--- src/rtl/core/iscl_pkg.sv ---
// Shared types and constants for the IFF sequence chunk locator.
// No dependencies; used by every module under rtl/core.
`default_nettype none

package iscl_pkg;

  localparam int LEN_W = 32;
  localparam int END_W = LEN_W + 2;

  localparam logic [31:0] TAG_FORM = 32'h464F524D;
  localparam logic [31:0] TAG_CAT  = 32'h43415420;
  localparam logic [31:0] TAG_XMID = 32'h584D4944;

  localparam logic [3:0] HDR_TAG_LAST = 4'd3;
  localparam logic [3:0] HDR_LEN_FIRST = 4'd4;
  localparam logic [3:0] HDR_TYPE_FIRST = 4'd8;
  localparam logic [3:0] HDR_LAST = 4'd11;

  localparam logic [LEN_W-1:0] MIN_LEN = 32'd4;
  localparam logic [LEN_W:0] LEN_BIAS = 33'd8;
  localparam int HDR_BYTES = 12;

  typedef enum logic [2:0] {
    PH_OUTER_HDR,
    PH_OUTER_SKIP,
    PH_INNER_HDR,
    PH_INNER_SKIP,
    PH_DONE
  } phase_t;

  typedef enum logic [1:0] {
    ST_FOUND,
    ST_BAD_TAG,
    ST_ABSENT,
    ST_ENDED
  } status_t;

  typedef struct packed {
    logic [7:0] data_byte;
    logic       first_byte;
    logic       last_byte;
  } in_beat_t;

  typedef struct packed {
    status_t     status;
    logic [31:0] chunk_offset;
  } result_t;

  function automatic logic [7:0] upper_byte(input logic [7:0] b);
    if (b >= 8'h61 && b <= 8'h7A) begin
      return b - 8'h20;
    end
    return b;
  endfunction

endpackage

`default_nettype wire

--- src/rtl/core/iscl_in_reg.sv ---
// Input register stage of the IFF sequence chunk locator.
// Depends on iscl_pkg for the beat type.
`default_nettype none

module iscl_in_reg (
  input  wire logic               clk,
  input  wire logic               rst,
  input  wire logic               s_tvalid,
  output logic                    s_tready,
  input  wire iscl_pkg::in_beat_t s_beat,
  input  wire logic               take,
  output logic                    valid,
  output iscl_pkg::in_beat_t      beat
);

  assign s_tready = !valid || take;

  always_ff @(posedge clk) begin
    if (rst) begin
      valid <= 1'b0;
    end else if (s_tready) begin
      valid <= s_tvalid;
    end
  end

  always_ff @(posedge clk) begin
    if (s_tready) begin
      beat <= s_beat;
    end
  end

endmodule

`default_nettype wire

--- src/rtl/core/iscl_parser.sv ---
// Chunk header parser: keeps scan state, decides one byte per cycle on step.
// Depends on iscl_pkg for phases, status codes, tags and types.
`default_nettype none

module iscl_parser #(
  parameter int OFFSET_BITS = 32
) (
  input  wire logic               clk,
  input  wire logic               rst,
  input  wire logic               cfg_wr_en,
  input  wire logic [7:0]         cfg_wr_data,
  input  wire logic               step,
  input  wire iscl_pkg::in_beat_t beat,
  output logic                    res_valid,
  output iscl_pkg::result_t       result
);

  localparam int OB = OFFSET_BITS;
  localparam int EW = iscl_pkg::END_W;

  logic [7:0] sequence_index;

  iscl_pkg::phase_t phase, phase_next;
  logic [OB-1:0]    byte_position, byte_position_next;
  logic [3:0]       header_byte_index, header_byte_index_next;
  logic             outer_is_cat, outer_is_cat_next;
  logic [31:0]      tag_shift, tag_shift_next;
  logic [31:0]      chunk_length, chunk_length_next;
  logic [OB-1:0]    chunk_start, chunk_start_next;
  logic [EW-1:0]    next_chunk_start, next_chunk_start_next;
  logic [EW-1:0]    container_end, container_end_next;
  logic [7:0]       sequences_left, sequences_left_next;

  logic              fin;
  iscl_pkg::status_t fin_status;
  logic [31:0]       fin_offset;

  always_comb begin : decode
    logic            inner;
    logic [3:0]      idx;
    logic [32:0]     total;
    logic [EW-1:0]   end_pos;
    phase_next             = phase;
    byte_position_next     = byte_position;
    header_byte_index_next = header_byte_index;
    outer_is_cat_next      = outer_is_cat;
    tag_shift_next         = tag_shift;
    chunk_length_next      = chunk_length;
    chunk_start_next       = chunk_start;
    next_chunk_start_next  = next_chunk_start;
    container_end_next     = container_end;
    sequences_left_next    = sequences_left;
    fin        = 1'b0;
    fin_status = iscl_pkg::ST_FOUND;
    fin_offset = 32'd0;
    inner      = 1'b0;
    idx        = header_byte_index;
    total      = '0;
    end_pos    = '0;

    if (beat.first_byte) begin
      phase_next             = iscl_pkg::PH_OUTER_HDR;
      byte_position_next     = '0;
      header_byte_index_next = '0;
      outer_is_cat_next      = 1'b0;
      tag_shift_next         = '0;
      chunk_length_next      = '0;
      chunk_start_next       = '0;
      next_chunk_start_next  = '0;
      container_end_next     = '0;
      sequences_left_next    = '0;
    end

    if (phase_next != iscl_pkg::PH_DONE) begin
      if ((phase_next == iscl_pkg::PH_OUTER_SKIP || phase_next == iscl_pkg::PH_INNER_SKIP) &&
          EW'(byte_position_next) == next_chunk_start_next) begin
        phase_next = (phase_next == iscl_pkg::PH_OUTER_SKIP) ? iscl_pkg::PH_OUTER_HDR
                                                              : iscl_pkg::PH_INNER_HDR;
        header_byte_index_next = '0;
      end

      if (phase_next == iscl_pkg::PH_OUTER_HDR || phase_next == iscl_pkg::PH_INNER_HDR) begin
        inner = (phase_next == iscl_pkg::PH_INNER_HDR);
        idx   = header_byte_index_next;
        if (idx == '0) begin
          chunk_start_next = byte_position_next;
        end
        if (idx >= iscl_pkg::HDR_LEN_FIRST && idx < iscl_pkg::HDR_TYPE_FIRST) begin
          chunk_length_next = {chunk_length_next[23:0], beat.data_byte};
        end else begin
          tag_shift_next = {tag_shift_next[23:0], iscl_pkg::upper_byte(beat.data_byte)};
        end
        header_byte_index_next = idx + 4'd1;

        if (!inner && idx == iscl_pkg::HDR_TAG_LAST) begin
          priority if (tag_shift_next == iscl_pkg::TAG_CAT) begin
            outer_is_cat_next = 1'b1;
          end else if (tag_shift_next == iscl_pkg::TAG_FORM) begin
            outer_is_cat_next = 1'b0;
          end else begin
            fin        = 1'b1;
            fin_status = iscl_pkg::ST_BAD_TAG;
          end
        end

        if (!fin && idx == iscl_pkg::HDR_LAST) begin
          header_byte_index_next = '0;
          total   = iscl_pkg::LEN_BIAS + {1'b0, chunk_length_next};
          end_pos = EW'(chunk_start_next) + EW'(total);
          if (chunk_length_next < iscl_pkg::MIN_LEN) begin
            fin        = 1'b1;
            fin_status = iscl_pkg::ST_ENDED;
          end else if (!inner) begin
            if (tag_shift_next != iscl_pkg::TAG_XMID) begin
              if (|end_pos[EW-1:OB]) begin
                fin        = 1'b1;
                fin_status = iscl_pkg::ST_ENDED;
              end else begin
                next_chunk_start_next = end_pos;
                phase_next            = iscl_pkg::PH_OUTER_SKIP;
              end
            end else if (!outer_is_cat_next) begin
              fin = 1'b1;
              if (sequence_index == 8'd0) begin
                fin_status = iscl_pkg::ST_FOUND;
                fin_offset = 32'(chunk_start_next);
              end else begin
                fin_status = iscl_pkg::ST_ABSENT;
              end
            end else begin
              container_end_next    = end_pos;
              sequences_left_next   = sequence_index;
              next_chunk_start_next = EW'(chunk_start_next) + EW'(iscl_pkg::HDR_BYTES);
              if (next_chunk_start_next >= end_pos) begin
                fin        = 1'b1;
                fin_status = iscl_pkg::ST_ABSENT;
              end else begin
                phase_next = iscl_pkg::PH_INNER_SKIP;
              end
            end
          end else begin
            if (tag_shift_next == iscl_pkg::TAG_XMID && sequences_left_next == 8'd0) begin
              fin        = 1'b1;
              fin_status = iscl_pkg::ST_FOUND;
              fin_offset = 32'(chunk_start_next);
            end else begin
              if (tag_shift_next == iscl_pkg::TAG_XMID) begin
                sequences_left_next = sequences_left_next - 8'd1;
              end
              next_chunk_start_next = end_pos;
              if (end_pos >= container_end_next) begin
                fin        = 1'b1;
                fin_status = iscl_pkg::ST_ABSENT;
              end else if (|end_pos[EW-1:OB]) begin
                fin        = 1'b1;
                fin_status = iscl_pkg::ST_ENDED;
              end else begin
                phase_next = iscl_pkg::PH_INNER_SKIP;
              end
            end
          end
        end
      end

      byte_position_next = byte_position_next + OB'(1);
      if (!fin && beat.last_byte) begin
        fin        = 1'b1;
        fin_status = iscl_pkg::ST_ENDED;
      end
      if (fin) begin
        phase_next = iscl_pkg::PH_DONE;
      end
    end
  end

  always_comb begin
    res_valid           = step && fin;
    result.status       = fin_status;
    result.chunk_offset = fin_offset;
  end

  always_ff @(posedge clk) begin
    if (rst) begin
      sequence_index    <= 8'd0;
      phase             <= iscl_pkg::PH_OUTER_HDR;
      byte_position     <= '0;
      header_byte_index <= '0;
      outer_is_cat      <= 1'b0;
      tag_shift         <= '0;
      chunk_length      <= '0;
      chunk_start       <= '0;
      next_chunk_start  <= '0;
      container_end     <= '0;
      sequences_left    <= '0;
    end else begin
      if (cfg_wr_en) begin
        sequence_index <= cfg_wr_data;
      end
      if (step) begin
        phase             <= phase_next;
        byte_position     <= byte_position_next;
        header_byte_index <= header_byte_index_next;
        outer_is_cat      <= outer_is_cat_next;
        tag_shift         <= tag_shift_next;
        chunk_length      <= chunk_length_next;
        chunk_start       <= chunk_start_next;
        next_chunk_start  <= next_chunk_start_next;
        container_end     <= container_end_next;
        sequences_left    <= sequences_left_next;
      end
    end
  end

endmodule

`default_nettype wire

--- src/rtl/core/iscl_out_reg.sv ---
// Result register of the IFF sequence chunk locator.
// Depends on iscl_pkg for the result type.
`default_nettype none

module iscl_out_reg (
  input  wire logic              clk,
  input  wire logic              rst,
  input  wire logic              res_valid,
  input  wire iscl_pkg::result_t res,
  output logic                   ready,
  output logic                   m_tvalid,
  input  wire logic              m_tready,
  output iscl_pkg::result_t      m_res
);

  assign ready = !m_tvalid || m_tready;

  always_ff @(posedge clk) begin
    if (rst) begin
      m_tvalid <= 1'b0;
    end else if (ready) begin
      m_tvalid <= res_valid;
    end
  end

  always_ff @(posedge clk) begin
    if (ready && res_valid) begin
      m_res <= res;
    end
  end

endmodule

`default_nettype wire

--- src/rtl/core/iff_sequence_chunk_locator.sv ---
// IFF sequence chunk locator: scans an IFF image one byte per beat and reports
// where the requested XMID sequence header starts.
// Slave stream: one image byte per beat; tuser marks offset zero of a new image,
// tlast marks the final byte. Each image gives at most one result beat (exactly one
// if it ends with tlast) on the master stream: a status and the chunk header offset
// (zero unless found). Config: cfg_wr_en/cfg_wr_data write the zero-based sequence
// number; write it only while no image is in flight.
// Throughput: one byte per cycle while the result register is not stalled; the parser
// updates its state once per accepted byte.
// Result path: the deciding byte goes from the input register through the combinational
// parser into the result register, which drives m_tvalid.
// Stall: while the result register holds an untaken beat, the input register
// still takes one more byte; after that s_tready drops until m_tready.
// Reset: rst clears both stages and the scan state; the first byte after reset
// counts as offset zero even without tuser. No clearing pass is needed.
// Depends on iscl_pkg, iscl_in_reg, iscl_parser, iscl_out_reg.
`default_nettype none

module iff_sequence_chunk_locator #(
  parameter int OFFSET_BITS = 32
) (
  input  wire logic        clk,
  input  wire logic        rst,
  input  wire logic        s_tvalid,
  output logic             s_tready,
  input  wire logic [7:0]  s_tdata,   // [7:0] data_byte
  input  wire logic        s_tuser,   // first_byte
  input  wire logic        s_tlast,   // last_byte
  output logic             m_tvalid,
  input  wire logic        m_tready,
  output logic [39:0]      m_tdata,   // [1:0] status, [33:2] chunk_offset, [39:34] zero
  input  wire logic        cfg_wr_en,
  input  wire logic [7:0]  cfg_wr_data
);

  iscl_pkg::in_beat_t s_beat, beat;
  iscl_pkg::result_t  res, m_res;
  logic               in_valid, take, out_ready, res_valid;

  assign s_beat.data_byte  = s_tdata;
  assign s_beat.first_byte = s_tuser;
  assign s_beat.last_byte  = s_tlast;

  assign take = in_valid && out_ready;

  iscl_in_reg u_in_reg (
    .clk      (clk),
    .rst      (rst),
    .s_tvalid (s_tvalid),
    .s_tready (s_tready),
    .s_beat   (s_beat),
    .take     (take),
    .valid    (in_valid),
    .beat     (beat)
  );

  iscl_parser #(
    .OFFSET_BITS (OFFSET_BITS)
  ) u_parser (
    .clk         (clk),
    .rst         (rst),
    .cfg_wr_en   (cfg_wr_en),
    .cfg_wr_data (cfg_wr_data),
    .step        (take),
    .beat        (beat),
    .res_valid   (res_valid),
    .result      (res)
  );

  iscl_out_reg u_out_reg (
    .clk       (clk),
    .rst       (rst),
    .res_valid (res_valid),
    .res       (res),
    .ready     (out_ready),
    .m_tvalid  (m_tvalid),
    .m_tready  (m_tready),
    .m_res     (m_res)
  );

  assign m_tdata = {6'b0, m_res.chunk_offset, m_res.status};

endmodule

`default_nettype wire

--- config.mk ---
export PLATFORM = sky130hd
export DESIGN_NAME = iff_sequence_chunk_locator
export DESIGN_NICKNAME = d
export VERILOG_FILES = /design/src/rtl/core/iscl_pkg.sv /design/src/rtl/core/iscl_in_reg.sv /design/src/rtl/core/iscl_parser.sv /design/src/rtl/core/iscl_out_reg.sv /design/src/rtl/core/iff_sequence_chunk_locator.sv
export SDC_FILE = /design/constraint.sdc
export NUM_CORES = 1
export LEC_CHECK = 0
export ABC_AREA = 1
export BUFFER_PORTS_ARGS = -buffer_cell sky130_fd_sc_hd__buf_2
export CORE_UTILIZATION = 55
export CTS_CLUSTER_DIAMETER = 50
export DETAILED_ROUTE_END_ITERATION = 10
export PLACE_DENSITY = 0.75
export SYNTH_ARGS = -nofsm -noshare
export SYNTH_HDL_FRONTEND = slang
export SYNTH_HIERARCHICAL = 1
export SYNTH_SLANG_ARGS = --single-unit
--- constraint.sdc ---
create_clock -name clk -period 10.8 [get_ports clk]
set_input_delay 2.16 -clock clk [delete_from_list [all_inputs] [get_ports clk]]
set_output_delay 2.16 -clock clk [all_outputs]
set_load 0.02 [all_outputs]
Word-level counts from Yosys, hierarchy flattened --
Index checks and enable logic that the tools add are counted. Widths: inputs -> output; s select.
Operators by class: add/subtract/negate cells 7, multipliers 0, div/mod/pow operators 0, magnitude comparators 7, equal/unequal tests 11, shift operators 0, mux-type cells 124, bitwise operators 3, reductions and logical operators 25
Operators with widths (count):
- $mux 32 | 25
- $mux 34 | 18
- $eq 32x31->1 const B | 3
- $mux 8 | 12
- $ge 34x34->1 | 2
- $mux 3 | 16
- $add 32x33->34 | 1
- $eq 32x34->1 | 1
- $add 32x4->33 const B | 1
- $add 4x32->33 const A | 1
- $add 32x1->32 const B | 1
- $lt 32x3->1 const B | 1
- $mux 1 | 32
- $ne 32x31->1 const B | 1
- $mux 2 | 15
- $mux 4 | 6
- $logic_not 8->1 | 2
- $logic_and 1x1->1 | 10
- $ge 8x7->1 const B | 1
- $le 8x7->1 const B | 1
- $sub 8x1->8 const B | 1
- $sub 8x6->8 const B | 1
- $eq 3x2->1 const B | 2
- $logic_not 1->1 | 5
- other kinds (13) | 18
Word-level totals: bits in registers 266, latch bits 0, memory bits (writable) 0, ROM bits 0, input bits 23, output and inout port bits 42, memories kept 0

Longest topological paths before layout --
word-level depth 36, gate-level depth with buffers 61, depth with buffers taken out 55

Cells and area by module --
Netlist, hierarchy kept.
Modules (own cells, without submodules):
- iscl_parser | times used 1, cells an instance 3269, area each 19496.2 um^2
- iscl_out_reg | times used 1, cells an instance 40, area each 1068.5 um^2
- iscl_in_reg | times used 1, cells an instance 15, area each 342.8 um^2
- iff_sequence_chunk_locator | times used 1, cells an instance 9, area each 56.3 um^2

Least setup slack after synthesis --
No wires, ideal clock.
path type register to register, start point reg u_in_reg/beat[1] (netlist name), end point reg u_out_reg/m_res[0] (netlist name), data arrival time 10.244 ns, data required time 10.363 ns, path slack 0.119 ns, stages on the path, launching flop included 57, path buffers 13, clock period less this slack 10.681 ns, cells stage by stage edfxtp_1 -> buf_6 -> inv_4 -> buf_6 -> clkbuf_1 -> buf_2 -> buf_1 -> buf_2 -> buf_1 -> clkbuf_1 -> nand3_1 -> ha_1 -> buf_1 -> nand2_2 -> buf_2 -> buf_2 -> clkbuf_1 -> clkbuf_1 -> [21 not listed] -> a21oi_1 -> xor2_1 -> inv_1 -> ha_1 -> nand2_1 -> nor4_1 -> nand4_1 -> o21ai_0 -> nor2_1 -> nand3_1 -> nand2_1 -> nand2_1 -> nand2_1 -> nand2_1 -> nand2_2 -> a21oi_1 -> inv_1 -> a21oi_1
On the way: longest elaborated chain between the ends 32
RTL lines:
- parallel branches: the longest is 29 deep, another holds $add 32x33->34
- $mux 1 (*) | RTL line iscl_parser.sv:74 | if (phase_next != iscl_pkg::PH_DONE) begin
- $logic_and 1x1->1 (*) | RTL line iscl_parser.sv:177 | res_valid = step && fin;
- via res_valid | RTL line iff_sequence_chunk_locator.sv:38 | logic in_valid, take, out_ready, res_valid;
- $logic_and 1x1->1 (*) | RTL line iscl_out_reg.sv:27 | if (ready && res_valid) begin
Mark *: on every way through the listed nets, which the timed path passes. The select of a mux whose other input is x is not followed. A chain may end at the register's enable or synchronous reset.

Final worst setup path --
start point reg u_in_reg/beat[1] (netlist name), end point reg u_out_reg/m_res[4] (netlist name)
On the way: longest elaborated chain between the ends 32
RTL lines (RTL line):
- parallel branches: the longest is 29 deep, another holds $add 32x33->34
- $mux 1 (*) | iscl_parser.sv:74
- $logic_and 1x1->1 (*) | iscl_parser.sv:177
- via res_valid | iff_sequence_chunk_locator.sv:38
- $logic_and 1x1->1 (*) | iscl_out_reg.sv:27
Marks and branches as above.

==> flow_summary.json <==
{
  "regToRegEndpoint": "u_out_reg/m_res[4]$_DFFE_PP_",
  "drt_first_pass_iters": 7,
  "hold_buffers": 0,
  "cts.repair.resized": 0,
  "cts_root_buf": "clkbuf_16",
  "max_cap_violations": 0,
  "hold_violations": 0,
  "max_freq_ghz": 0.0975,
  "synth_edf_count": 44,
  "powerDensity_mw_per_mm2": 133,
  "die_h_microns": 197,
  "pin_count": 65,
  "wire_per_inst_microns": 22.1,
  "critPathSlowestCell": "a21oi_4",
  "overflow": 0,
  "placed_cells": 3785,
  "n_fill_cell": 3627,
  "synth_top_area_share_pct": 21.2,
  "max_stage_delay_ps": 520,
  "whs_endpoint": "u_parser/tag_shift[30]$_SDFFE_PP0P_",
  "crit_fanout": 62,
  "reg2reg_depth": 48,
  "groute.usage.overall_pct": 43.1,
  "whs_ps": 463,
  "cp-start-kind": "register",
  "cts_buffers": 39,
  "hold_class": "register to register",
  "reg2reg_slack_ps": 540,
  "drive_gt1_share_pct": 7.26,
  "fp.dieArea_sq_mm": 0.0389,
  "required_ps": 11010,
  "start_util_pct": 55.8,
  "worst_slack_ps": 539,
  "yosys.area.top_type": "dfxtp_1",
  "rows": 71,
  "multi_input_area_sq_mm": 0.0130,
  "synth_area_sq_mm": 0.0210,
  "crit_arrival_ps": 10470,
  "vias": 23800,
  "fp.coreArea_sq_mm": 0.0376,
  "fin_nets": 3470,
  "cts_buffer_depth": 3,
  "slew_violations": 0,
  "rsz0062_at_grt": "no",
  "async_flop_share_pct": 0,
  "die_w_microns": 197,
  "yosysSeqAreaShare_pct": 27.5,
  "tritoncts": "done",
  "worst_pin_slew_ps": 1240,
  "min_period_over_period_pct": 95.0,
  "hold_depth": 2,
  "routabilityCongestion": 1.05,
  "max_slew_margin_pct": 17.3,
  "antenna_found_initial": 2,
  "path_class": "register to register",
  "detail-route-antenna-nets": 0,
  "ys_ff_latch": 266,
  "crit_top_cell": "nand2_1",
  "grt_pass1_wl_microns": 127000,
  "pre_cts_ws_ps": 505,
  "clock_sinks": 266,
  "grt_max_degree": 106,
  "final.setup.tns_ps": 0,
  "hp-start": "u_parser/tag_shift[30]$_SDFFE_PP0P_",
  "fin_cells": 3860,
  "htreeDepth": 2,
  "crit_start": "u_in_reg/beat[1]$_DFFE_PP_",
  "synth_cells": 3333,
  "post_cts_buffers": 0,
  "avgSynthCellArea_sq_um": 6.29,
  "peakVddDrop_mv": 0.137,
  "synth_cell_type_count": 65,
  "portBuffers": 58,
  "ys.flop_type": "dfxtp_1",
  "drtIter0Drc": 3203,
  "leakage_nw": 9.90,
  "status": "complete, no violations",
  "synth-warning-count": 6,
  "ys_top_cells_by_area": "dfxtp_1, nand2_1, a21oi_1",
  "routed_wl_microns": 85300,
  "grt_pass1_vias": 21600,
  "finClkSkew_ps": 23.6,
  "seqCellArea_sq_mm": 0.00577,
  "clk_pin_slew_worst_paths_ps": 60,
  "utilization_pct": 60.8,
  "dp_hpwl_microns": 62900,
  "syn_to_final_growth_pct": 8.96,
  "drc": 0,
  "final.min_clock_period_ps": 10260,
  "insertion_delay_ps": 590,
  "r2r_start": "u_in_reg/beat[1]$_DFFE_PP_",
  "setup_viol": 0,
  "crit_path_end_kind": "register",
  "via_per_inst": 6.15
}
-- worst max path at each step --
stage / to / cells past startpoint
detailed placement: u_out_reg/m_res[22]$_DFFE_PP_ / 48
floorplan: u_out_reg/m_res[0]$_DFFE_PP_ / 56
global placement: u_out_reg/m_res[26]$_DFFE_PP_ / 48
finish: u_out_reg/m_res[4]$_DFFE_PP_ / 48
CTS: u_out_reg/m_res[9]$_DFFE_PP_ / 48
global route: u_out_reg/m_res[8]$_DFFE_PP_ / 49
-- sequential cells by signal, indices dropped and copies added (netlist names) --
name and cells:
u_in_reg/beat 10, u_in_reg/valid 1, u_out_reg/m_res 34, u_out_reg/m_tvalid 1, u_parser/byte_position 32, u_parser/chunk_length 32, u_parser/chunk_start 32, u_parser/container_end 34
u_parser/header_byte_index 4, u_parser/next_chunk_start 34, u_parser/outer_is_cat 1, u_parser/phase 3, u_parser/sequence_index 8, u_parser/sequences_left 8, u_parser/tag_shift 32
-- cell families after synthesis --
group | count (synthesis) | share of synthesized area, %
AND/OR/NAND/NOR | 1508 | 30.2
adder cells (fa/ha/maj) | 131 | 7.85
multiplexers | 1 | 0.0477
flip-flops | 266 | 27.5
XOR/XNOR | 58 | 2.42
buffers and inverters | 564 | 11.0
AO/OA/AOI/OAI | 804 | 21.0
other | 1 | 0.0179
-- placed cells by master, fill, tap and decap left out, types with 6 or more instances in the layout --
cell / netlist / final
a21oi_1: 416 / 415
nand2_1: 840 / 840
o211ai_1: 37 / 37
nor3_1: 55 / 55
nor2_1: 329 / 328
xnor2_1: 10 / 10
o21ai_2: 6 / 6
clkinv_1: 3 / 6
conb_1: 1 / 6
o21a_1: 18 / 18
nand4_1: 65 / 65
o21ai_1: 41 / 41
o2111ai_1: 7 / 7
xor2_1: 48 / 47
buf_2: 23 / 57
nand3_1: 156 / 156
clkbuf_1: 106 / 7
nor4_1: 15 / 15
ha_1: 130 / 130
nand2_2: 19 / 18
o22ai_1: 13 / 13
a31oi_1: 19 / 19
inv_6: 0 / 6
edfxtp_1: 44 / 44
dfxtp_1: 222 / 222
o21ai_0: 208 / 208
inv_1: 372 / 370
inv_2: 13 / 13
clkbuf_16: 0 / 40
buf_4: 18 / 51
a22oi_1: 7 / 7
-- through the flow --
stage,power [mW],cell area [sq um]
floorplan,1.49,21000
global placement,1.70,21500
detailed placement,1.71,21500
CTS,3.00,22800
global route,3.13,22800
finish,3.03,22800
-- critical path: cells and delay by family (launching register included) --
family | cells | cell delay, ps
DFF | 1 | 480
and+or+nand+nor | 27 | 3640
adders and majority gates | 4 | 1270
AOI/OAI and AO/OA | 12 | 3020
xor gates and xnor gates | 1 | 440
buffers and inverters | 4 | 940
-- layout make-up --
| type | count | area share [%] |
|---|---|---|
| antenna | 3 | 0.0329 |
| clock buffer | 48 | 4.56 |
| clock inverter | 23 | 1.11 |
| inverter | 390 | 6.48 |
| multi-input combinational | 2509 | 56.7 |
| sequential | 266 | 25.2 |
| tap | 511 | 2.80 |
| timing repair buffer | 110 | 3.06 |
-- power by group --
part / total [mW] / internal, mW / switching [mW]
logic: 0.663 / 0.185 / 0.477
registers: 1.06 / 1.04 / 0.0201
clock network: 1.30 / 0.771 / 0.531
-- layer usage --
metal	GRT usage, %	share of wire (%)	vias up
met5	0	0	-
met4	22.7	5.8	0
met3	10.3	12	293
met2	66.2	43	1483
met1	55.9	39	10900
li1	-	-	11000
-- cells in the mapped netlist, drive strengths merged, types with 3 or more instances --
library cell    n
nand2         861
a21oi         418
inv           386
nor2          335
o21ai         255
dfxtp         222
nand3         157
ha            130
clkbuf        106
buf            68
nand4          66
nor3           61
xor2           48
edfxtp         44
o211ai         41
a31oi          19
o21a           18
nor4           17
o22ai          14
xnor2          10
a22oi           7
o2111ai         7
a211oi          5
o21bai          5
clkinv          4
a21boi          3
nand3b          3
nor3b           3
o221ai          3
or2             3
Power figures use the tool's default switching activity.
